## src/blkdir_pkg.sv

```systemverilog
// Package for the block directory: request and response item types, status codes
// and the directory entry layout.
// No dependencies.
package blkdir_pkg;

	localparam logic [15:0] EMPTY_IDENT = 16'hFFFF;

	localparam logic [1:0] ST_FOUND   = 2'd0;
	localparam logic [1:0] ST_CREATED = 2'd1;
	localparam logic [1:0] ST_FAILED  = 2'd2;
	localparam logic [1:0] ST_WIPED   = 2'd3;

	localparam logic KIND_OPEN = 1'b0;
	localparam logic KIND_WIPE = 1'b1;

	typedef struct packed {
		logic        kind;
		logic [15:0] block_id;
		logic [15:0] block_bytes;
		logic        want_read;
		logic        want_write;
	} req_t;

	typedef struct packed {
		logic [1:0]  status;
		logic [15:0] data_offset;
	} rsp_t;

	typedef struct packed {
		logic [15:0] ident;
		logic [15:0] length;
		logic [15:0] offset;
	} entry_t;

endpackage

```

## src/block_directory_open_alloc_top.sv

```systemverilog
// Block directory with open-or-allocate: entry memory, scan sequencer and result register.
// Depends on blkdir_pkg for the item types, entry layout and status codes.
//
// Channel   Signals            Direction  Handshake
// request   start, req, busy   in         accepted at an edge with start high and busy low
// response  done, rsp          out        valid for the one cycle that done is high
//
// A wipe, or an open that fails its permission or identifier check, answers in the cycle
// after it is accepted. Any other open scans the directory memory one entry per cycle
// through its single read port up to a hit, or past the last used entry to a miss that
// allocates if the open may write and room is left. Busy is high only during a scan and
// low once its result shows. Reset clears the entry count and the free offset; the entry
// memory itself is not cleared. The receiver cannot stall results.
module block_directory_open_alloc_top #(
	parameter int MAX_ENTRIES = 64,
	parameter int DATA_BYTES  = 65152
) (
	input  logic              clk,
	input  logic              arst_n,
	input  logic              start,
	input  blkdir_pkg::req_t  req,
	output logic              busy,
	output logic              done,
	output blkdir_pkg::rsp_t  rsp
);
	import blkdir_pkg::*;

	localparam int IDX_W = (MAX_ENTRIES > 1) ? $clog2(MAX_ENTRIES) : 1;
	localparam int CNT_W = $clog2(MAX_ENTRIES + 1);
	localparam logic [CNT_W-1:0] CNT_MAX = CNT_W'(MAX_ENTRIES);
	localparam logic [16:0] DATA_LIM = 17'(DATA_BYTES);

	localparam logic S_IDLE = 1'b0;
	localparam logic S_SCAN = 1'b1;

	entry_t mem [MAX_ENTRIES];

	logic             state_q;
	req_t             req_q;
	logic [CNT_W-1:0] used_q;
	logic [16:0]      next_off_q;
	logic [CNT_W-1:0] idx_q;
	logic             rvalid_s1;
	entry_t           rdata_s1;
	logic             done_q;
	rsp_t             rsp_q;

	logic        accept;
	logic        early_fail;
	logic        hit;
	logic        more;
	logic [16:0] end_off;
	logic        alloc_ok;
	logic        mem_we;
	logic        mem_re;
	entry_t      wr_entry;

	assign accept     = start && !busy;
	assign early_fail = (!req.want_read && !req.want_write) || (req.block_id == EMPTY_IDENT);
	assign hit        = rvalid_s1 && (rdata_s1.ident == req_q.block_id)
	                    && (rdata_s1.length == req_q.block_bytes);
	assign more       = idx_q < used_q;
	assign end_off    = next_off_q + {1'b0, req_q.block_bytes};
	assign alloc_ok   = req_q.want_write && (used_q < CNT_MAX) && !next_off_q[16]
	                    && (end_off <= DATA_LIM);
	assign mem_re     = (state_q == S_SCAN) && !hit && more;
	assign mem_we     = (state_q == S_SCAN) && !hit && !more && alloc_ok;

	always_comb begin
		wr_entry.ident  = req_q.block_id;
		wr_entry.length = req_q.block_bytes;
		wr_entry.offset = next_off_q[15:0];
	end

	always_ff @(posedge clk) begin
		if (mem_we) begin
			mem[used_q[IDX_W-1:0]] <= wr_entry;
		end
		if (mem_re) begin
			rdata_s1 <= mem[idx_q[IDX_W-1:0]];
		end
	end

	always_ff @(posedge clk or negedge arst_n) begin
		if (!arst_n) begin
			state_q    <= S_IDLE;
			used_q     <= '0;
			next_off_q <= '0;
			idx_q      <= '0;
			rvalid_s1  <= 1'b0;
			done_q     <= 1'b0;
		end else begin
			done_q    <= 1'b0;
			rvalid_s1 <= 1'b0;
			unique case (state_q)
				S_IDLE: begin
					if (accept) begin
						if (req.kind == KIND_WIPE) begin
							used_q     <= '0;
							next_off_q <= '0;
							done_q     <= 1'b1;
						end else if (early_fail) begin
							done_q <= 1'b1;
						end else begin
							idx_q   <= '0;
							state_q <= S_SCAN;
						end
					end
				end
				S_SCAN: begin
					if (hit) begin
						done_q  <= 1'b1;
						state_q <= S_IDLE;
					end else if (more) begin
						idx_q     <= idx_q + 1'b1;
						rvalid_s1 <= 1'b1;
					end else begin
						if (alloc_ok) begin
							used_q     <= used_q + 1'b1;
							next_off_q <= end_off;
						end
						done_q  <= 1'b1;
						state_q <= S_IDLE;
					end
				end
				default: state_q <= S_IDLE;
			endcase
		end
	end

	always_ff @(posedge clk) begin
		if (accept) begin
			req_q <= req;
		end
		if ((state_q == S_IDLE) && accept) begin
			rsp_q.status      <= (req.kind == KIND_WIPE) ? ST_WIPED : ST_FAILED;
			rsp_q.data_offset <= '0;
		end else if ((state_q == S_SCAN) && hit) begin
			rsp_q.status      <= ST_FOUND;
			rsp_q.data_offset <= rdata_s1.offset;
		end else if ((state_q == S_SCAN) && !more) begin
			rsp_q.status      <= alloc_ok ? ST_CREATED : ST_FAILED;
			rsp_q.data_offset <= alloc_ok ? next_off_q[15:0] : 16'd0;
		end
	end

	assign busy = (state_q != S_IDLE);
	assign done = done_q;
	assign rsp  = rsp_q;

	a_used_bound: assert property (@(posedge clk) disable iff (!arst_n)
		used_q <= CNT_MAX)
		else $error("entry count exceeds directory depth");

	a_scan_bound: assert property (@(posedge clk) disable iff (!arst_n)
		(state_q == S_SCAN) |-> (idx_q <= used_q))
		else $error("scan index ran past the used entries");

	a_found_after_read: assert property (@(posedge clk) disable iff (!arst_n)
		(done && rsp.status == ST_FOUND) |-> $past(rvalid_s1))
		else $error("found result without a directory read");

	a_zero_offset: assert property (@(posedge clk) disable iff (!arst_n)
		(done && (rsp.status == ST_FAILED || rsp.status == ST_WIPED)) |->
		(rsp.data_offset == 16'd0))
		else $error("failed or wiped result carries an offset");

	a_done_idle: assert property (@(posedge clk) disable iff (!arst_n)
		done |-> !busy)
		else $error("result shown while still busy");

endmodule
```

## config.mk

```make
export PLATFORM = sky130hd
export DESIGN_NAME = block_directory_open_alloc_top
export DESIGN_NICKNAME = d
export VERILOG_FILES = /design/src/blkdir_pkg.sv /design/src/block_directory_open_alloc_top.sv
export SDC_FILE = /design/constraint.sdc
export NUM_CORES = 2
export LEC_CHECK = 0
export ABC_AREA = 1
export BUFFER_PORTS_ARGS = -buffer_cell sky130_fd_sc_hd__buf_2
export CAP_MARGIN = 5
export CORE_MARGIN = 8
export CORE_UTILIZATION = 45
export CTS_CLUSTER_DIAMETER = 40
export DETAILED_ROUTE_END_ITERATION = 6
export GPL_ROUTABILITY_DRIVEN = 0
export PLACE_DENSITY = 0.65
export SYNTH_ARGS = -nofsm -noshare
export SYNTH_HDL_FRONTEND = slang
export SYNTH_SLANG_ARGS = --single-unit
```

## constraint.sdc

```tcl
create_clock -name clk -period 9 [get_ports clk]
set_clock_uncertainty 0.15 [all_clocks]
set_input_delay 0.9 -clock clk [delete_from_list [all_inputs] [get_ports clk]]
set_output_delay 0.9 -clock clk [all_outputs]
set_load 0.01 [all_outputs]
```

Yosys cells after proc, flatten, opt, wreduce, memory -nomap -nowiden
Memory sizes are Yosys's and may differ from the RTL's. A register that Yosys moved wholly into a read port is not among the register bits.
Index checks and enable logic that the tools add are counted.
W data, S select, Z words.
{"block": "word_totals", "ff_bits": 85, "mem_bits_rw": 3072, "in_bits": 38, "out_inout_bits": 20, "wordCells": 94, "n_memories": 1}
{"memory": "mem", "words": 64, "word_bits": 48, "read_ports": 1, "rd_clocked_by_memory_dff": 1, "write_ports": 1, "line_no": "block_directory_open_alloc_top.sv:36", "rtl": "entry_t mem [MAX_ENTRIES];"}
{"block": "classes", "addsub": 3, "magnitude_cmp": 3, "n_eq_ne": 11, "mux": 39, "bitwise": 1, "n_reduce_logical": 25}
{"operator": "$mux W17", "count": 5}
{"operator": "$mux W7", "count": 10}
{"operator": "$mux W18", "count": 3}
{"operator": "$pmux W17 S2", "count": 1}
{"operator": "$eq A16 B16 Y1", "count": 2}
{"operator": "$pmux W7 S2", "count": 2}
{"operator": "$add A17 B16 Y17", "count": 1}
{"operator": "$le A17 B16 Y1 const B", "count": 1}
{"operator": "$eq A16 B16 Y1 const B", "count": 1}
{"operator": "$mux W16", "count": 1}
{"operator": "$add A7 B1 Y7 const B", "count": 2}
{"operator": "$logic_and A1 B1 Y1", "count": 14}
{"operator": "$mux W1", "count": 14}
{"operator": "$ne A2 B2 Y1 const B", "count": 6}
{"operator": "$reduce_and A5 Y1", "count": 2}
{"operator": "$lt A7 B7 Y1", "count": 1}
{"operator": "$lt A7 B7 Y1 const B", "count": 1}
{"operator": "$logic_not A1 Y1", "count": 6}
{"operator": "$ne A2 B1 Y1 const B", "count": 2}
{"operator": "$pmux W1 S2", "count": 2}
{"operator": "$reduce_bool A3 Y1", "count": 1}
{"operator": "$mux W2", "count": 1}
{"operator": "$reduce_bool A2 Y1", "count": 1}
{"operator": "$logic_or A1 B1 Y1", "count": 1}
{"operator": "$not A1 Y1", "count": 1}

Logic depth before layout (Yosys ltp)
{"block": "logic_depth", "depth_word": 9, "depth_mapped": 20, "mapped_depth_nobuf": 19}

Worst setup path before layout
No wires, ideal clock.
{"block": "synth_timing", "path_kind": "reg2reg", "startpoint": "reg req_q[2] (netlist bit)", "endpoint": "mem mem[11][0] (netlist bit), enable pin", "setup_ps": 513, "arrival_ps": 6405, "required_ps": 8337, "slack_ps": 1933, "stages_incl_launch_ff": 15, "path_buffers": 2, "period_less_slack_ps": 7067, "cell_sequence": "edfxtp_1 > ha_1 > fa_1 > or2_2 > nor2_1 > nand3_1 > nor2_1 > nand3_1 > nand2_1 > nand2_1 > nand3_2 > buf_6 > nand4_4 > buf_6 > nor3_1"}
{"block": "synth_via", "elab_chain_cells": 8, "word_cells_on_any_way": 11, "cone_classes": "add/sub: 1; order compare: 1; eq/ne: 1; mux: 2; reduce/logical: 6"}
{"item": "from (decl)", "line_no": "block_directory_open_alloc_top.sv:39", "rtl": "req_t req_q;"}
{"item": "from (signal assigned)", "line_no": "block_directory_open_alloc_top.sv:133", "rtl": "req_q <= req;"}
{"item": "parallel branches: the longest is 5 deep, another holds $add A17 B16 Y17"}
{"item": "$logic_and A1 B1 Y1 *", "line_no": "block_directory_open_alloc_top.sv:67", "rtl": "assign mem_we = (state_q == S_SCAN) && !hit && !more && alloc_ok;"}
{"item": "$mux W1 *", "line_no": "block_directory_open_alloc_top.sv:76", "rtl": "if (mem_we) begin"}
{"item": "$mux W1 (implied by the code) *", "line_no": "block_directory_open_alloc_top.sv:77", "rtl": "mem[used_q[IDX_W-1:0]] <= wr_entry;"}
{"item": "to (decl)", "line_no": "block_directory_open_alloc_top.sv:36"}
Every way passes the cells marked *.

Worst setup path in the final report
{"block": "layout_timing", "startpoint": "reg next_off_q[0]", "endpoint": "mem mem[24][13] (netlist bit), enable pin"}
{"block": "layout_via", "elab_chain_cells": 6}
{"item": "from (decl)", "line_no": "block_directory_open_alloc_top.sv:41", "rtl": "logic [16:0] next_off_q;"}
{"item": "from (signal assigned)", "line_no": "block_directory_open_alloc_top.sv:120", "rtl": "next_off_q <= end_off;"}
{"item": "$add A17 B16 Y17", "line_no": "block_directory_open_alloc_top.sv:63", "rtl": "assign end_off = next_off_q + {1'b0, req_q.block_bytes};"}
{"item": "$le A17 B16 Y1", "line_no": "block_directory_open_alloc_top.sv:65", "rtl": "&& (end_off <= DATA_LIM);"}
{"item": "$logic_and A1 B1 Y1", "line_no": "block_directory_open_alloc_top.sv:65"}
{"item": "$logic_and A1 B1 Y1", "line_no": "block_directory_open_alloc_top.sv:67"}
{"item": "$mux W1", "line_no": "block_directory_open_alloc_top.sv:76"}
{"item": "$mux W1 (implied by the code)", "line_no": "block_directory_open_alloc_top.sv:77"}
Every way passes these cells.

==> summary by stage <==
Setup path
The top fanout value on the critical path is 67. Measured in cells, the most critical reg-to-reg path has a length of 15. Setup slack on the worst reg-to-reg path comes out at 2300 ps. The endpoint required time on the critical path is 9370 ps. The reg-to-reg critical path startpoint is next_off_q[0]. Data on the critical path arrives at its endpoint at 7070 ps. The capturing point of the worst reg2reg path is mem[24][13].

In this run the worst setup path begins at next_off_q[0]. STA classifies the critical path endpoint as a flop. The worst setup path category is reg -> reg. The kind of launch point of the worst setup path is a flop.

Synthesis
In the post-synthesis netlist, the biggest area contributors are sky130_fd_sc_hd__edfxtp_1, sky130_fd_sc_hd__o21ai_0, sky130_fd_sc_hd__nor2_1. The proportion of synthesized flip-flops having asynchronous set or reset is 1.06%. For this run, the leading register cell type out of synthesis is sky130_fd_sc_hd__edfxtp_1. The cell taking the most area after synthesis is sky130_fd_sc_hd__edfxtp_1. The Yosys step of the flow raised 0 warnings.

In this run, synthesis inferred roughly 3200 flip-flops with an integrated enable. The area fraction of the dominant cell type after synthesis is 75.2%. The mean cell area of the mapped netlist is 13.4 um^2. The synthesized netlist occupies a cell area of between 100000 and 150000 um^2.

The sequential share of the synthesized area is between 70% and 80%. Synthesis handed over a netlist of around 9400 instances. The number of distinct library cells after synthesis is 46.

The number of nets in the synthesized netlist is 9480. The post-synthesis register bit count is 3205.

Floorplan
The height of the die is 545 um. The chip width is ~540 um. The number of primary I/O pins is 58.

The number of standard-cell rows in the floorplan is between 150 and 200. The core region is 279000 um^2. For this configuration, the core starts out at a cell density of 45.1%. The floorplan step defined a die boundary enclosing roughly 300000 um^2.

Clocking
The number of buffers created by CTS is 397. Buffers added to address setup during post-CTS repair amount to 0. The insertion delay of the later-clocked pin in the worst-skew pair is 930 ps. The number of clock sinks is 3205.

The CTS clock-pin slew for the worst setup and hold paths is 60 ps. TritonCTS built the clock tree. The number of levels the H-tree was split into is 5.

Clock tree synthesis selected as its root buffer the cell sky130_fd_sc_hd__clkbuf_16. The number of buffers on the longest clock path is 4. The post-cts gate resize count is 0.

Timing
At the pin with the least slew margin, the transition time is about 1300 ps. For the final routed database, the setup TNS stands at 0 ps. The max-slew violation total from the final report was 0. The number of failing hold endpoints at the final stage is 0. The count of endpoints failing setup in the final report is 0.

Setup slack on the critical path of the routed design comes to 2300 ps. The minimum period implied by the final worst setup slack is between 6000 and 7000 ps. Measured against its own limit, the worst slew margin works out to 15.1%. The share of the cycle needed by the critical path after routing is 74.4%. Setup repair after global routing left no endpoint under its margin. Timing would allow up to 149 MHz.

Detailed routing
The violation count after the first detailed-route iteration is 13206. The detailed-route DRC error count is 0. Once detail routing completed, the nets flagged for antenna violations numbered 0. The length of the first detailed-routing pass in iterations is 7. The vias per cell is 6.26. The routed layout has 84421 vias. The overall routed net length is about 400 mm. The detail-routed net length per standard cell is 29.4 um.

Placed design
Input and output buffers added on the ports amount to 57. The placement-stage worst setup slack is between 2000 and 2500 ps. The post-detailed-placement half-perimeter wirelength is 206 mm.

Global routing
The number of antenna violations at the first check in global routing is 11. Summed over all layers, the global routing overflow is 0. The pin count of the biggest net entering global routing is 197. The via count of the first global-routing pass came to between 80000 and 90000.

The wire length of the first global-routing pass is between 500 and 600 mm. For this run, the total global-route usage over all layers was measured as 25.8%.

Power and ir drop
IR analysis of the VDD net gives a maximum drop of ~0.24 mV. The static leakage power is roughly 47 nW. The power per cell area is between 300 and 400 nW/um^2.

Outcome
The run finished with clean final reports.

Final layout
For this run, the post-layout net count is 9492. The share of final-layout standard cells stronger than drive strength 1 is between 10% and 20%. Compared with the post-synthesis result, the final layout area differs by 14.1%. The final core area utilization is 51.5%.

Min path
The destination of the worst hold path is req_q[33]. The type of the worst min-delay path is in -> reg. The startpoint of the most critical hold path is req[33]. The cell depth of the worst min-delay path is 1.

Run
The total of max-cap violations is 0.
## per-stage QoR
stage               hold WS (ps)  area (um^2)  power, mW  std cells
finish                      54.8       144000       44.3      13480
global route                40.9       144000       45.7      13477
CTS                         7.11       144000       44.1      13476
detailed placement           339       130000       28.3      12753
global placement             335       130000       28.1      12753
floorplan                    308       126000       24.7       9417
## cells in the mapped netlist, types with 2 or more instances
| master | number |
|---|---|
| sky130_fd_sc_hd__edfxtp_1 | 3155 |
| sky130_fd_sc_hd__nor2_1 | 1632 |
| sky130_fd_sc_hd__o21ai_0 | 1557 |
| sky130_fd_sc_hd__nand2_1 | 668 |
| sky130_fd_sc_hd__o22ai_1 | 477 |
| sky130_fd_sc_hd__clkbuf_1 | 476 |
| sky130_fd_sc_hd__nand3_1 | 380 |
| sky130_fd_sc_hd__o221ai_1 | 287 |
| sky130_fd_sc_hd__buf_2 | 139 |
| sky130_fd_sc_hd__inv_1 | 111 |
| sky130_fd_sc_hd__a21oi_1 | 106 |
| sky130_fd_sc_hd__o211ai_1 | 95 |
| sky130_fd_sc_hd__nand4_1 | 75 |
| sky130_fd_sc_hd__dfrtp_1 | 34 |
| sky130_fd_sc_hd__nor3_1 | 33 |
| sky130_fd_sc_hd__buf_1 | 27 |
| sky130_fd_sc_hd__ha_1 | 24 |
| sky130_fd_sc_hd__dfxtp_1 | 16 |
| sky130_fd_sc_hd__or2_2 | 16 |
| sky130_fd_sc_hd__xor2_1 | 16 |
| sky130_fd_sc_hd__buf_4 | 13 |
| sky130_fd_sc_hd__a31oi_1 | 9 |
| sky130_fd_sc_hd__clkinv_1 | 8 |
| sky130_fd_sc_hd__nand3_2 | 6 |
| sky130_fd_sc_hd__a32o_1 | 5 |
| sky130_fd_sc_hd__buf_6 | 5 |
| sky130_fd_sc_hd__and2_1 | 4 |
| sky130_fd_sc_hd__nand2_2 | 4 |
| sky130_fd_sc_hd__o21ai_1 | 4 |
| sky130_fd_sc_hd__xnor2_1 | 4 |
| sky130_fd_sc_hd__inv_2 | 3 |
| sky130_fd_sc_hd__nor2_2 | 3 |
| sky130_fd_sc_hd__nor3_2 | 3 |
| sky130_fd_sc_hd__nor4_1 | 3 |
| sky130_fd_sc_hd__a221oi_1 | 2 |
| sky130_fd_sc_hd__nand2_4 | 2 |
| sky130_fd_sc_hd__nand3_4 | 2 |
| sky130_fd_sc_hd__nand3b_1 | 2 |
| sky130_fd_sc_hd__nand4_2 | 2 |
| sky130_fd_sc_hd__o21a_1 | 2 |
| sky130_fd_sc_hd__o311ai_1 | 2 |
## worst max path at each step
stage	end	slack (ps)	depth (start not counted)
after floorplan	mem[11][0]	1930	14
after global placement	mem[24][7]	2550	15
after detailed placement	mem[24][7]	2480	15
after CTS	mem[24][6]	2380	15
after global routing	mem[24][13]	2160	15
final	mem[24][13]	2300	15
## cell usage in the layout, fill, tap and decap left out, types with 5 or more instances in the layout
cell type	n
sky130_fd_sc_hd__dfrtp_2	7
sky130_fd_sc_hd__a31oi_1	9
sky130_fd_sc_hd__inv_1	106
sky130_fd_sc_hd__bufinv_16	39
sky130_fd_sc_hd__inv_6	49
sky130_fd_sc_hd__clkinv_2	41
sky130_fd_sc_hd__nand2_1	668
sky130_fd_sc_hd__dfrtp_1	23
sky130_fd_sc_hd__clkbuf_16	402
sky130_fd_sc_hd__buf_4	200
sky130_fd_sc_hd__clkbuf_1	51
sky130_fd_sc_hd__buf_12	15
sky130_fd_sc_hd__nor2_4	43
sky130_fd_sc_hd__edfxtp_1	3155
sky130_fd_sc_hd__clkinv_16	5
sky130_fd_sc_hd__clkinv_1	34
sky130_fd_sc_hd__o211ai_1	95
sky130_fd_sc_hd__or2_2	16
sky130_fd_sc_hd__nor2_1	1590
sky130_fd_sc_hd__o221ai_1	287
sky130_fd_sc_hd__nand3_2	6
sky130_fd_sc_hd__inv_8	16
sky130_fd_sc_hd__a32o_1	5
sky130_fd_sc_hd__nor3_2	23
sky130_fd_sc_hd__xor2_1	16
sky130_fd_sc_hd__ha_1	24
sky130_fd_sc_hd__o21ai_0	1557
sky130_fd_sc_hd__nand3_1	380
sky130_fd_sc_hd__clkinvlp_4	51
sky130_fd_sc_hd__dfxtp_1	16
sky130_fd_sc_hd__a21oi_1	106
sky130_fd_sc_hd__clkinv_4	41
sky130_fd_sc_hd__nor3_1	11
sky130_fd_sc_hd__nand4_1	75
sky130_fd_sc_hd__buf_2	57
sky130_fd_sc_hd__o22ai_1	477
## layer usage
layer	share of wire (%)	track usage [%]
met5	0.0033	0
met3	13	6.07
met2	45	39.5
met1	37	34.9
met4	5.5	12.4
## sequential cells by signal, indices dropped and copies added (netlist names)
signal	flops
rsp	18
rvalid_s1	1
idx_q	7
used_q	7
mem	3072
next_off_q	17
done	1
rdata_s1	48
req_q	33
busy	1
## final cells by class
cell class | instances | area (um^2)
diodes | 4 | 10.0
clock buffers | 453 | 10300
clock inverters | 269 | 2990
fillers | 22802 | 135000
inverters | 122 | 497
multi-input cells | 5430 | 27200
flip-flops and latches | 3205 | 95900
well taps | 3724 | 4660
repair buffers | 273 | 2100
## report_power, final
part / total, mW / switching, mW / leakage [nW] / internal (mW)
registers: 17.7 / 0.295 / 29.2 / 17.4
clock network: 15.9 / 6.49 / 6.32 / 9.44
logic: 10.6 / 7.97 / 11.1 / 2.61
total: 44.3 / 14.8 / 46.6 / 29.5
## logic make-up after synthesis
logic type               after synthesis  synth area share (%)
flip-flops                          3205                  76.2
AND/OR/NAND/NOR                     2839                  9.21
XOR/XNOR                              20                 0.139
adder cells (fa/ha/maj)               25                 0.254
buffers and inverters                782                  2.54
AO/OA/AOI/OAI                       2546                  11.7
## critical path, stage by stage, from the launching register on
cell                      delay (ps)
sky130_fd_sc_hd__dfrtp_2        1110
sky130_fd_sc_hd__ha_1            390
sky130_fd_sc_hd__fa_1            460
sky130_fd_sc_hd__or2_2           310
sky130_fd_sc_hd__nor2_1          210
sky130_fd_sc_hd__nand3_1         150
sky130_fd_sc_hd__nor2_1          140
sky130_fd_sc_hd__nand3_1         120
sky130_fd_sc_hd__nand2_1          80
sky130_fd_sc_hd__nand2_1          60
sky130_fd_sc_hd__nand3_2         250
sky130_fd_sc_hd__nand2_4         120
sky130_fd_sc_hd__inv_2           430
sky130_fd_sc_hd__nand3_1         750
sky130_fd_sc_hd__nor2_4          950
sky130_fd_sc_hd__buf_4           540
## timing repair
item	CTS	global route
endpoints found under the hold margin	1	0
hold buffers	1	0
endpoints found under the setup margin	0	0
Power figures use the tool's default switching activity.
